[src/rtl/mavg_pkg.sv]
// shared types and constants for the moving average filter
package mavg_pkg;

	// width of the window register as seen on the configuration port
	localparam int CFG_W = 7;

	// window length after reset
	localparam int WINDOW_RESET = 5;

	// front end sequencer states
	typedef enum logic {
		FS_IDLE,
		FS_UPDATE
	} front_state_t;

	// back end divider states
	typedef enum logic [1:0] {
		BS_IDLE,
		BS_DIV,
		BS_DONE
	} back_state_t;

	// queue fill status seen by both ends
	typedef struct packed {
		logic full;
		logic empty;
	} q_status_t;

endpackage

[src/rtl/mavg_ram.sv]
// generic single-clock ram with one write port and one registered read port
module mavg_ram #(
	parameter int WIDTH = 16,
	parameter int DEPTH = 64,
	localparam int ADDR_W = (DEPTH > 1) ? $clog2(DEPTH) : 1
) (
	input  logic              clk,
	input  logic              we,
	input  logic [ADDR_W-1:0] waddr,
	input  logic [WIDTH-1:0]  wdata,
	input  logic              re,
	input  logic [ADDR_W-1:0] raddr,
	output logic [WIDTH-1:0]  rdata
);

	logic [WIDTH-1:0] mem [DEPTH];

	// storage array with registered read
	always_ff @(posedge clk) begin
		if (we) begin
			mem[waddr] <= wdata;
		end
		if (re) begin
			rdata <= mem[raddr];
		end
	end

endmodule

[src/rtl/mavg_front.sv]
// front end: accepts samples, keeps the sample history and the running sum
module mavg_front
	import mavg_pkg::*;
#(
	parameter int MAX_WINDOW  = 64,
	parameter int SAMPLE_BITS = 16,
	localparam int CNT_W = $clog2(MAX_WINDOW + 1),
	localparam int SUM_W = SAMPLE_BITS + CNT_W
) (
	input  logic                    clk,
	input  logic                    arst_n,
	input  logic                    cfg_we,
	input  logic [CFG_W-1:0]        cfg_wdata,
	input  logic                    sample_valid,
	output logic                    sample_stall,
	input  logic signed [SAMPLE_BITS-1:0] sample,
	input  logic                    last_in_signal,
	input  q_status_t               q_stat,
	output logic                    push,
	output logic signed [SUM_W-1:0] push_sum,
	output logic [CNT_W-1:0]        push_div,
	output logic                    push_last
);

	localparam int PTR_W   = (MAX_WINDOW > 1) ? $clog2(MAX_WINDOW) : 1;
	localparam int RST_WIN = (WINDOW_RESET > MAX_WINDOW) ? MAX_WINDOW : WINDOW_RESET;

	front_state_t state_q, state_d;

	logic [CNT_W-1:0]              window_q;
	logic [CNT_W-1:0]              win_wr;
	logic [PTR_W-1:0]              wp_q;
	logic [PTR_W-1:0]              wp_next;
	logic [PTR_W-1:0]              old_addr;
	logic [CNT_W:0]                wp_ext;
	logic [CNT_W:0]                win_ext;
	logic [CNT_W:0]                old_ext;
	logic signed [SUM_W-1:0]       sum_q;
	logic signed [SUM_W-1:0]       sum_next;
	logic [CNT_W-1:0]              seen_q;
	logic [CNT_W-1:0]              seen_next;
	logic signed [SAMPLE_BITS-1:0] sample_q;
	logic                          last_q;
	logic [SAMPLE_BITS-1:0]        ram_rdata;
	logic                          accept;
	logic                          full_window;

	assign accept = sample_valid && !sample_stall;

	// clamp the written window length to one up to the ring depth
	always_comb begin
		if (cfg_wdata == '0) begin
			win_wr = CNT_W'(1);
		end else if ((CNT_W + CFG_W)'(cfg_wdata) > (CNT_W + CFG_W)'(MAX_WINDOW)) begin
			win_wr = CNT_W'(MAX_WINDOW);
		end else begin
			win_wr = CNT_W'(cfg_wdata);
		end
	end

	// slot of the sample that drops out of the window
	always_comb begin
		wp_ext  = (CNT_W + 1)'(wp_q);
		win_ext = (CNT_W + 1)'(window_q);
		if (wp_ext >= win_ext) begin
			old_ext = wp_ext - win_ext;
		end else begin
			old_ext = wp_ext + (CNT_W + 1)'(MAX_WINDOW) - win_ext;
		end
		old_addr = old_ext[PTR_W-1:0];
	end

	assign wp_next = (wp_q == PTR_W'(MAX_WINDOW - 1)) ? '0 : wp_q + PTR_W'(1);

	// running sum update, the oldest sample leaves once the window is full
	always_comb begin
		full_window = (seen_q >= window_q);
		if (full_window) begin
			sum_next  = sum_q + SUM_W'(sample_q) - SUM_W'($signed(ram_rdata));
			seen_next = seen_q;
		end else begin
			sum_next  = sum_q + SUM_W'(sample_q);
			seen_next = seen_q + CNT_W'(1);
		end
	end

	// sample history ring
	mavg_ram #(
		.WIDTH (SAMPLE_BITS),
		.DEPTH (MAX_WINDOW)
	) u_ring (
		.clk   (clk),
		.we    (state_q == FS_UPDATE),
		.waddr (wp_q),
		.wdata (sample_q),
		.re    (accept),
		.raddr (old_addr),
		.rdata (ram_rdata)
	);

	// next state
	always_comb begin
		state_d = state_q;
		case (state_q)
			FS_IDLE: begin
				if (accept) begin
					state_d = FS_UPDATE;
				end
			end
			FS_UPDATE: begin
				state_d = FS_IDLE;
			end
			default: begin
				state_d = FS_IDLE;
			end
		endcase
	end

	// handshake and queue outputs
	always_comb begin
		sample_stall = (state_q != FS_IDLE) || q_stat.full;
		push         = (state_q == FS_UPDATE);
		push_sum     = sum_next;
		push_div     = seen_next;
		push_last    = last_q;
	end

	// control state
	always_ff @(posedge clk or negedge arst_n) begin
		if (!arst_n) begin
			state_q  <= FS_IDLE;
			window_q <= CNT_W'(RST_WIN);
			wp_q     <= '0;
			sum_q    <= '0;
			seen_q   <= '0;
		end else begin
			state_q <= state_d;
			if (cfg_we) begin
				window_q <= win_wr;
				wp_q     <= '0;
				sum_q    <= '0;
				seen_q   <= '0;
			end else if (state_q == FS_UPDATE) begin
				if (last_q) begin
					wp_q   <= '0;
					sum_q  <= '0;
					seen_q <= '0;
				end else begin
					wp_q   <= wp_next;
					sum_q  <= sum_next;
					seen_q <= seen_next;
				end
			end
		end
	end

	// captured request payload
	always_ff @(posedge clk) begin
		if (accept) begin
			sample_q <= sample;
			last_q   <= last_in_signal;
		end
	end

`ifndef SYNTH
	a_seen_in_window: assert property (@(posedge clk) disable iff (!arst_n)
		seen_q <= window_q)
		else $error("sample count beyond window length");
	a_accept_update: assert property (@(posedge clk) disable iff (!arst_n)
		accept |=> (state_q == FS_UPDATE) && push)
		else $error("accepted request not pushed in the next cycle");
`endif

endmodule

[src/rtl/mavg_queue.sv]
// two-entry queue between the front end and the divider
module mavg_queue
	import mavg_pkg::*;
#(
	parameter int WIDTH = 30
) (
	input  logic             clk,
	input  logic             arst_n,
	input  logic             push,
	input  logic [WIDTH-1:0] push_data,
	input  logic             pop,
	output logic [WIDTH-1:0] pop_data,
	output q_status_t        stat
);

	logic [WIDTH-1:0] entry_q [2];
	logic             wr_q;
	logic             rd_q;
	logic [1:0]       count_q;

	assign pop_data   = entry_q[rd_q];
	assign stat.full  = (count_q == 2'd2);
	assign stat.empty = (count_q == 2'd0);

	// pointers and fill count
	always_ff @(posedge clk or negedge arst_n) begin
		if (!arst_n) begin
			wr_q    <= 1'b0;
			rd_q    <= 1'b0;
			count_q <= '0;
		end else begin
			if (push) begin
				wr_q <= ~wr_q;
			end
			if (pop) begin
				rd_q <= ~rd_q;
			end
			case ({push, pop})
				2'b10:   count_q <= count_q + 2'd1;
				2'b01:   count_q <= count_q - 2'd1;
				default: count_q <= count_q;
			endcase
		end
	end

	// entry storage
	always_ff @(posedge clk) begin
		if (push) begin
			entry_q[wr_q] <= push_data;
		end
	end

`ifndef SYNTH
	a_no_overflow: assert property (@(posedge clk) disable iff (!arst_n)
		push |-> !stat.full || pop)
		else $error("push into a full queue");
	a_no_underflow: assert property (@(posedge clk) disable iff (!arst_n)
		pop |-> !stat.empty)
		else $error("pop from an empty queue");
`endif

endmodule

[src/rtl/mavg_back.sv]
// back end: divides the window sum by its length and holds the result
module mavg_back
	import mavg_pkg::*;
#(
	parameter int MAX_WINDOW  = 64,
	parameter int SAMPLE_BITS = 16,
	localparam int CNT_W = $clog2(MAX_WINDOW + 1),
	localparam int SUM_W = SAMPLE_BITS + CNT_W
) (
	input  logic                    clk,
	input  logic                    arst_n,
	input  q_status_t               q_stat,
	output logic                    pop,
	input  logic signed [SUM_W-1:0] pop_sum,
	input  logic [CNT_W-1:0]        pop_div,
	input  logic                    pop_last,
	output logic signed [SAMPLE_BITS-1:0] average,
	output logic                    last_out,
	output logic                    average_valid,
	input  logic                    average_stall
);

	localparam int STEP_W = $clog2(SUM_W);

	back_state_t state_q, state_d;

	logic [SUM_W-1:0]       dvd_q;
	logic [SUM_W-1:0]       dvd_next;
	logic [SUM_W-1:0]       mag_in;
	logic [SUM_W-1:0]       quot_signed;
	logic [CNT_W-1:0]       rem_q;
	logic [CNT_W-1:0]       rem_next;
	logic [CNT_W:0]         trial;
	logic                   ge;
	logic [CNT_W-1:0]       div_q;
	logic                   neg_q;
	logic                   last_q;
	logic [STEP_W-1:0]      step_q;
	logic [SAMPLE_BITS-1:0] avg_q;

	// magnitude of the incoming sum
	assign mag_in = pop_sum[SUM_W-1] ? (~pop_sum + SUM_W'(1)) : pop_sum;

	// one restoring division step, quotient bits shift in from the bottom
	always_comb begin
		trial       = {rem_q, dvd_q[SUM_W-1]};
		ge          = (trial >= {1'b0, div_q});
		rem_next    = ge ? CNT_W'(trial - {1'b0, div_q}) : CNT_W'(trial);
		dvd_next    = {dvd_q[SUM_W-2:0], ge};
		quot_signed = neg_q ? (~dvd_next + SUM_W'(1)) : dvd_next;
	end

	// next state
	always_comb begin
		state_d = state_q;
		case (state_q)
			BS_IDLE: begin
				if (!q_stat.empty) begin
					state_d = BS_DIV;
				end
			end
			BS_DIV: begin
				if (step_q == '0) begin
					state_d = BS_DONE;
				end
			end
			BS_DONE: begin
				if (!average_stall) begin
					state_d = BS_IDLE;
				end
			end
			default: begin
				state_d = BS_IDLE;
			end
		endcase
	end

	// queue and result handshake
	always_comb begin
		pop           = (state_q == BS_IDLE) && !q_stat.empty;
		average_valid = (state_q == BS_DONE);
		average       = avg_q;
		last_out      = last_q;
	end

	// control state
	always_ff @(posedge clk or negedge arst_n) begin
		if (!arst_n) begin
			state_q <= BS_IDLE;
			step_q  <= '0;
		end else begin
			state_q <= state_d;
			if (pop) begin
				step_q <= STEP_W'(SUM_W - 1);
			end else if (state_q == BS_DIV) begin
				step_q <= step_q - STEP_W'(1);
			end
		end
	end

	// divider datapath and result register
	always_ff @(posedge clk) begin
		if (pop) begin
			dvd_q  <= mag_in;
			rem_q  <= '0;
			div_q  <= pop_div;
			neg_q  <= pop_sum[SUM_W-1];
			last_q <= pop_last;
		end else if (state_q == BS_DIV) begin
			dvd_q <= dvd_next;
			rem_q <= rem_next;
			if (step_q == '0) begin
				avg_q <= quot_signed[SAMPLE_BITS-1:0];
			end
		end
	end

`ifndef SYNTH
	a_divisor_nonzero: assert property (@(posedge clk) disable iff (!arst_n)
		pop |-> pop_div != '0)
		else $error("zero window length reached the divider");
	a_div_done: assert property (@(posedge clk) disable iff (!arst_n)
		(state_q == BS_DIV) && (step_q == '0) |=> average_valid)
		else $error("result not presented after the last division step");
`endif

endmodule

[src/rtl/moving_average_filter.sv]
// top level of the moving average filter
//
// Samples arrive on the sample channel (sample_valid, sample_stall, sample,
// last_in_signal); one average leaves on the average channel (average_valid,
// average_stall, average, last_out) for every sample taken. A request moves
// on a rising edge with valid high and stall low.
// cfg_we with cfg_wdata sets the window length (0 reads as 1, values above
// MAX_WINDOW saturate) and clears the history; write it only while idle.
// A sample marked last_in_signal ends the signal and clears the history
// after its own average.
// The front end handles each sample as a ring read followed by a sum update,
// takes no new sample until both are done, and feeds a two-entry queue. The
// back end divides bit-serially, one quotient bit per cycle, and pops the
// next request only after its result has been taken, which sets the
// sustained rate. Reset sets the window to 5 (capped at MAX_WINDOW) and
// empties history, queue and divider; the ring itself is not cleared and
// needs no clearing pass.
// While average_stall is high the result holds and the queue fills; the
// front end stalls once both queue entries are in use.
module moving_average_filter
	import mavg_pkg::*;
#(
	parameter int MAX_WINDOW  = 64,
	parameter int SAMPLE_BITS = 16
) (
	input  logic                          clk,
	input  logic                          arst_n,
	input  logic                          cfg_we,
	input  logic [CFG_W-1:0]              cfg_wdata,
	input  logic                          sample_valid,
	output logic                          sample_stall,
	input  logic signed [SAMPLE_BITS-1:0] sample,
	input  logic                          last_in_signal,
	output logic                          average_valid,
	input  logic                          average_stall,
	output logic signed [SAMPLE_BITS-1:0] average,
	output logic                          last_out
);

	localparam int CNT_W = $clog2(MAX_WINDOW + 1);
	localparam int SUM_W = SAMPLE_BITS + CNT_W;
	localparam int Q_W   = SUM_W + CNT_W + 1;

	q_status_t               q_stat;
	logic                    push;
	logic signed [SUM_W-1:0] push_sum;
	logic [CNT_W-1:0]        push_div;
	logic                    push_last;
	logic                    pop;
	logic [Q_W-1:0]          pop_data;

	// sample intake and running sum
	mavg_front #(
		.MAX_WINDOW  (MAX_WINDOW),
		.SAMPLE_BITS (SAMPLE_BITS)
	) u_front (
		.clk            (clk),
		.arst_n         (arst_n),
		.cfg_we         (cfg_we),
		.cfg_wdata      (cfg_wdata),
		.sample_valid   (sample_valid),
		.sample_stall   (sample_stall),
		.sample         (sample),
		.last_in_signal (last_in_signal),
		.q_stat         (q_stat),
		.push           (push),
		.push_sum       (push_sum),
		.push_div       (push_div),
		.push_last      (push_last)
	);

	// decoupling queue
	mavg_queue #(
		.WIDTH (Q_W)
	) u_queue (
		.clk       (clk),
		.arst_n    (arst_n),
		.push      (push),
		.push_data ({push_sum, push_div, push_last}),
		.pop       (pop),
		.pop_data  (pop_data),
		.stat      (q_stat)
	);

	// divider and result register
	mavg_back #(
		.MAX_WINDOW  (MAX_WINDOW),
		.SAMPLE_BITS (SAMPLE_BITS)
	) u_back (
		.clk           (clk),
		.arst_n        (arst_n),
		.q_stat        (q_stat),
		.pop           (pop),
		.pop_sum       ($signed(pop_data[Q_W-1 -: SUM_W])),
		.pop_div       (pop_data[CNT_W:1]),
		.pop_last      (pop_data[0]),
		.average       (average),
		.last_out      (last_out),
		.average_valid (average_valid),
		.average_stall (average_stall)
	);

endmodule
[config.mk]
export PLATFORM = sky130hd
export DESIGN_NAME = moving_average_filter
export DESIGN_NICKNAME = d
export VERILOG_FILES = /design/src/rtl/mavg_pkg.sv /design/src/rtl/mavg_ram.sv /design/src/rtl/mavg_front.sv /design/src/rtl/mavg_queue.sv /design/src/rtl/mavg_back.sv /design/src/rtl/moving_average_filter.sv
export SDC_FILE = /design/constraint.sdc
export NUM_CORES = 1
export LEC_CHECK = 0
export ABC_AREA = 1
export BUFFER_PORTS_ARGS = -buffer_cell sky130_fd_sc_hd__buf_4
export CORE_MARGIN = 4
export CORE_UTILIZATION = 45
export DETAILED_ROUTE_END_ITERATION = 8
export GPL_ROUTABILITY_DRIVEN = 0
export PLACE_DENSITY_LB_ADDON = 0.3
export SKIP_CTS_REPAIR_TIMING = 1
export SYNTH_ARGS = -nofsm -noshare
export SYNTH_HDL_FRONTEND = slang
export SYNTH_SLANG_ARGS = --single-unit
[constraint.sdc]
create_clock -name clk -period 9.3 [get_ports clk]
set_input_delay 0 -clock clk [delete_from_list [all_inputs] [get_ports clk]]
set_output_delay 0 -clock clk [all_outputs]
set_load 0.05 [all_outputs]
==> impl_metrics.csv <==
group,metric,value,unit
outcome,outcome,"finished, final reports clean",
setup_path,rrSetupSlack,3920,ps
logic_synthesis,synth_area_leaders,"edfxtp_1, o21ai_0, nor2_1, o221ai_1, nand2_1",
sta,grt_setup_unrepaired,"false",
die,fp.coreArea,0.116,sq mm
setup_path,r2r-start,"u_front.wp_q[0]",
power_and_ir_drop,p_per_area,279,mW/mm^2
route,drc,0,
grt,grt_pass1_vias,33255,
logic_synthesis,yosysMostFrequentCell,"edfxtp_1",
cts,cts_htree_levels,3,
setup_path,arrival,5950,ps
grt,grt_usage,22.5,%
setup_path,worst-r2r-cell-count,12,
die,start_util,45.3,%
sta,period_share,57.9,%
logic_synthesis,avgSynthCellArea,12.0,sq um
cts,cts_tree,"done",
setup_path,worstSetupPathType,"reg2reg",
logic_synthesis,synth.distinct_cells,54,
sta,skew,63.9,ps
logic_synthesis,syn_nets,4463,
layout,syn2layout_area_growth,12.3,%
power_and_ir_drop,finalPower,0.0164,W
logic_synthesis,ys_seq_area_share,69.7,%
placed_design,dp_hpwl,78200,um
sta,timing.slew.headroom,17.4,%
layout,nets,4540,
die,dieArea,0.122,sq mm
route,post_drt_wl_per_cell,23.2,um
placed_design,io_buffers,47,
sta,fmaxAchievable,186,MHz
sta,finalSetupViolations,0,
cts,cts.sink_count,1229,
power_and_ir_drop,leakage,20.4,nW
setup_path,cp-endpoint,"u_front.u_ring.rdata[8]",
logic_synthesis,synth_top_flop_cell,"edfxtp_1",
setup_path,crit_path_start,"u_front.wp_q[0]",
route,viasPerCell,5.83,
cts,clk_latency,730,ps
logic_synthesis,yosys-top-cells-count,"edfxtp_1, nor2_1, o21ai_0",
route,via_count,35344,
placed_design,pre_cts_ws,4040,ps
die,fp.dieW,349,um
logic_synthesis,synth-seq-cells,1229,
logic_synthesis,synthCells,4360,
route,routed_wl,141000,um
logic_synthesis,ys_warn_count,0,
die,fp.dieH,349,um
sta,tns,0,ps
route,drtIter0Drc,4318,
setup_path,critical_path_required,9870,ps
die,rows,125,
sta,drv_slew,0,
sta,period_needed,5380,ps
setup_path,r2r_end,"u_front.u_ring.rdata[8]",
grt,overflow,0,
hold_path,hold_path_class,"in2reg",
setup_path,cp-end-kind,"flop",
setup_path,crit_fanout,147,
cts,path_clk_slew,60,ps
logic_synthesis,netlist_area,0.0525,sq mm
power_and_ir_drop,vdd_drop_max,212,uV
setup_path,start_kind,"flop",
logic_synthesis,synth.top_cell.area_share,66.8,%
grt,antenna_found_initial,3,
cts,clock-root-buffer,"clkbuf_16",
grt,grt_max_degree,287,
run,cap_violations,0,
grt,grt_pass1_wl,209000,um
logic_synthesis,async_flop_share,4.48,%
die,io_pins,48,
layout,drive_above_1_share,8.42,%
logic_synthesis,synth-edff-count,1167,
sta,setup_ws,3920,ps
route,dr.pass1.iters,6,
logic_synthesis,yosysTopAreaCell,"edfxtp_1",
sta,worst_pin_slew,1240,ps
cts,clockBufferDepth,3,
route,ant_nets,0,
sta,hold_viol,0,
cts,cts_made_buffers,119,
==> registers in the layout, indices dropped and copies added (netlist names), 5 cells and up <==
| signal | count |
|---|---|
| u_front.u_ring.mem | 1024 |
| u_queue.entry_q | 62 |
| u_back.dvd_q | 23 |
| u_front.sum_q | 23 |
| u_back.average | 16 |
| u_front.sample_q | 16 |
| u_front.u_ring.rdata | 16 |
| u_back.div_q | 7 |
| u_back.rem_q | 7 |
| u_front.seen_q | 7 |
| u_front.window_q | 7 |
| u_front.wp_q | 6 |
| u_back.step_q | 5 |
==> metrics by stage <==
stage	instances	area [sq um]	hold slack, ps	util (%)
6_report	6063	58900	11.6	50.8
5_1_grt	6061	58900	0.0235	50.8
4_1_cts	6013	58400	-642	50.4
3_5_place_dp	5792	54500	144	47.1
3_3_place_gp	5792	54500	142	47.1
2_1_floorplan	4360	52500	-296	-
==> how the worst min path moves through the flow <==
stage | start | endpoint | depth (start not counted)
final | sample[13] | u_front.sample_q[13] | 2
after global routing | sample[13] | u_front.sample_q[13] | 2
after CTS | arst_n | u_front.seen_q[3] | 1
after detailed placement | arst_n | u_back.step_q[0] | 1
after global placement | arst_n | u_back.step_q[1] | 1
after floorplan | arst_n | u_back.state_q[0] | 0
==> cell usage in the layout, fill, tap and decap left out, types with 5 or more instances in the layout <==
cell type	instances
xnor2_1	23
clkbuf_16	121
xor2_1	37
inv_16	5
bufinv_16	10
or2_2	6
nand3_1	330
o221ai_1	256
o21ai_2	6
inv_1	213
or2_1	5
o21ai_0	599
buf_4	153
inv_2	5
dfxtp_1	7
clkbuf_1	30
nand3b_1	6
nor2_2	11
nor3_1	20
clkbuf_8	5
ha_1	69
o21a_1	5
nand2_1	469
nand4_1	20
nand2_2	6
dfrtp_1	53
nor2_1	655
a21oi_1	66
o21bai_1	7
o21ai_1	13
clkinv_1	21
edfxtp_1	1167
clkinvlp_4	6
and2_1	14
dlygate4sd3_1	47
clkinv_2	22
==> logic make-up after synthesis <==
kind of cell	synth area share [%]
simple gates	12.3
flops	69.7
compound gates	11.3
buf+inv	3.76
fa+ha+maj	1.82
xor+xnor	1.09
==> cell type report <==
cell class	count	area, sq um
clock inverters	65	662
clock buffers	156	3210
fillers	9791	57000
flip-flops and latches	1229	36600
multi-input cells	2660	14000
well taps	1524	1910
inverters	223	865
diodes	2	5.00
repair buffers	204	1710
==> critical path, cell delays in order, from the launching register on <==
cell      delay (ps)
dfrtp_1          450
inv_1            240
ha_4             160
inv_1             50
fa_4             960
inv_8            660
buf_4           1060
o21ai_0          240
o221ai_1         260
nand3_1          110
nand3_1          190
nand3_1          380
nand2_1          200
==> power breakdown <==
part | total [W] | switching, W | internal (W)
Combinational | 0.00475 | 0.00340 | 0.00135
Sequential | 0.00687 | 0.000173 | 0.00669
Clock | 0.00480 | 0.00209 | 0.00271
Total | 0.0164 | 0.00566 | 0.0108
==> layer usage <==
| layer | vias to the layer above | track usage, % | share of wire [%] |
|---|---|---|---|
| met5 | - | 0 | 0 |
| met4 | 0 | 9.22 | 4.3 |
| met3 | 291 | 2.91 | 8.0 |
| met2 | 1589 | 36.6 | 47 |
| met1 | 17357 | 30.8 | 41 |
| li1 | 16107 | - | - |
Power figures use the tool's default switching activity.
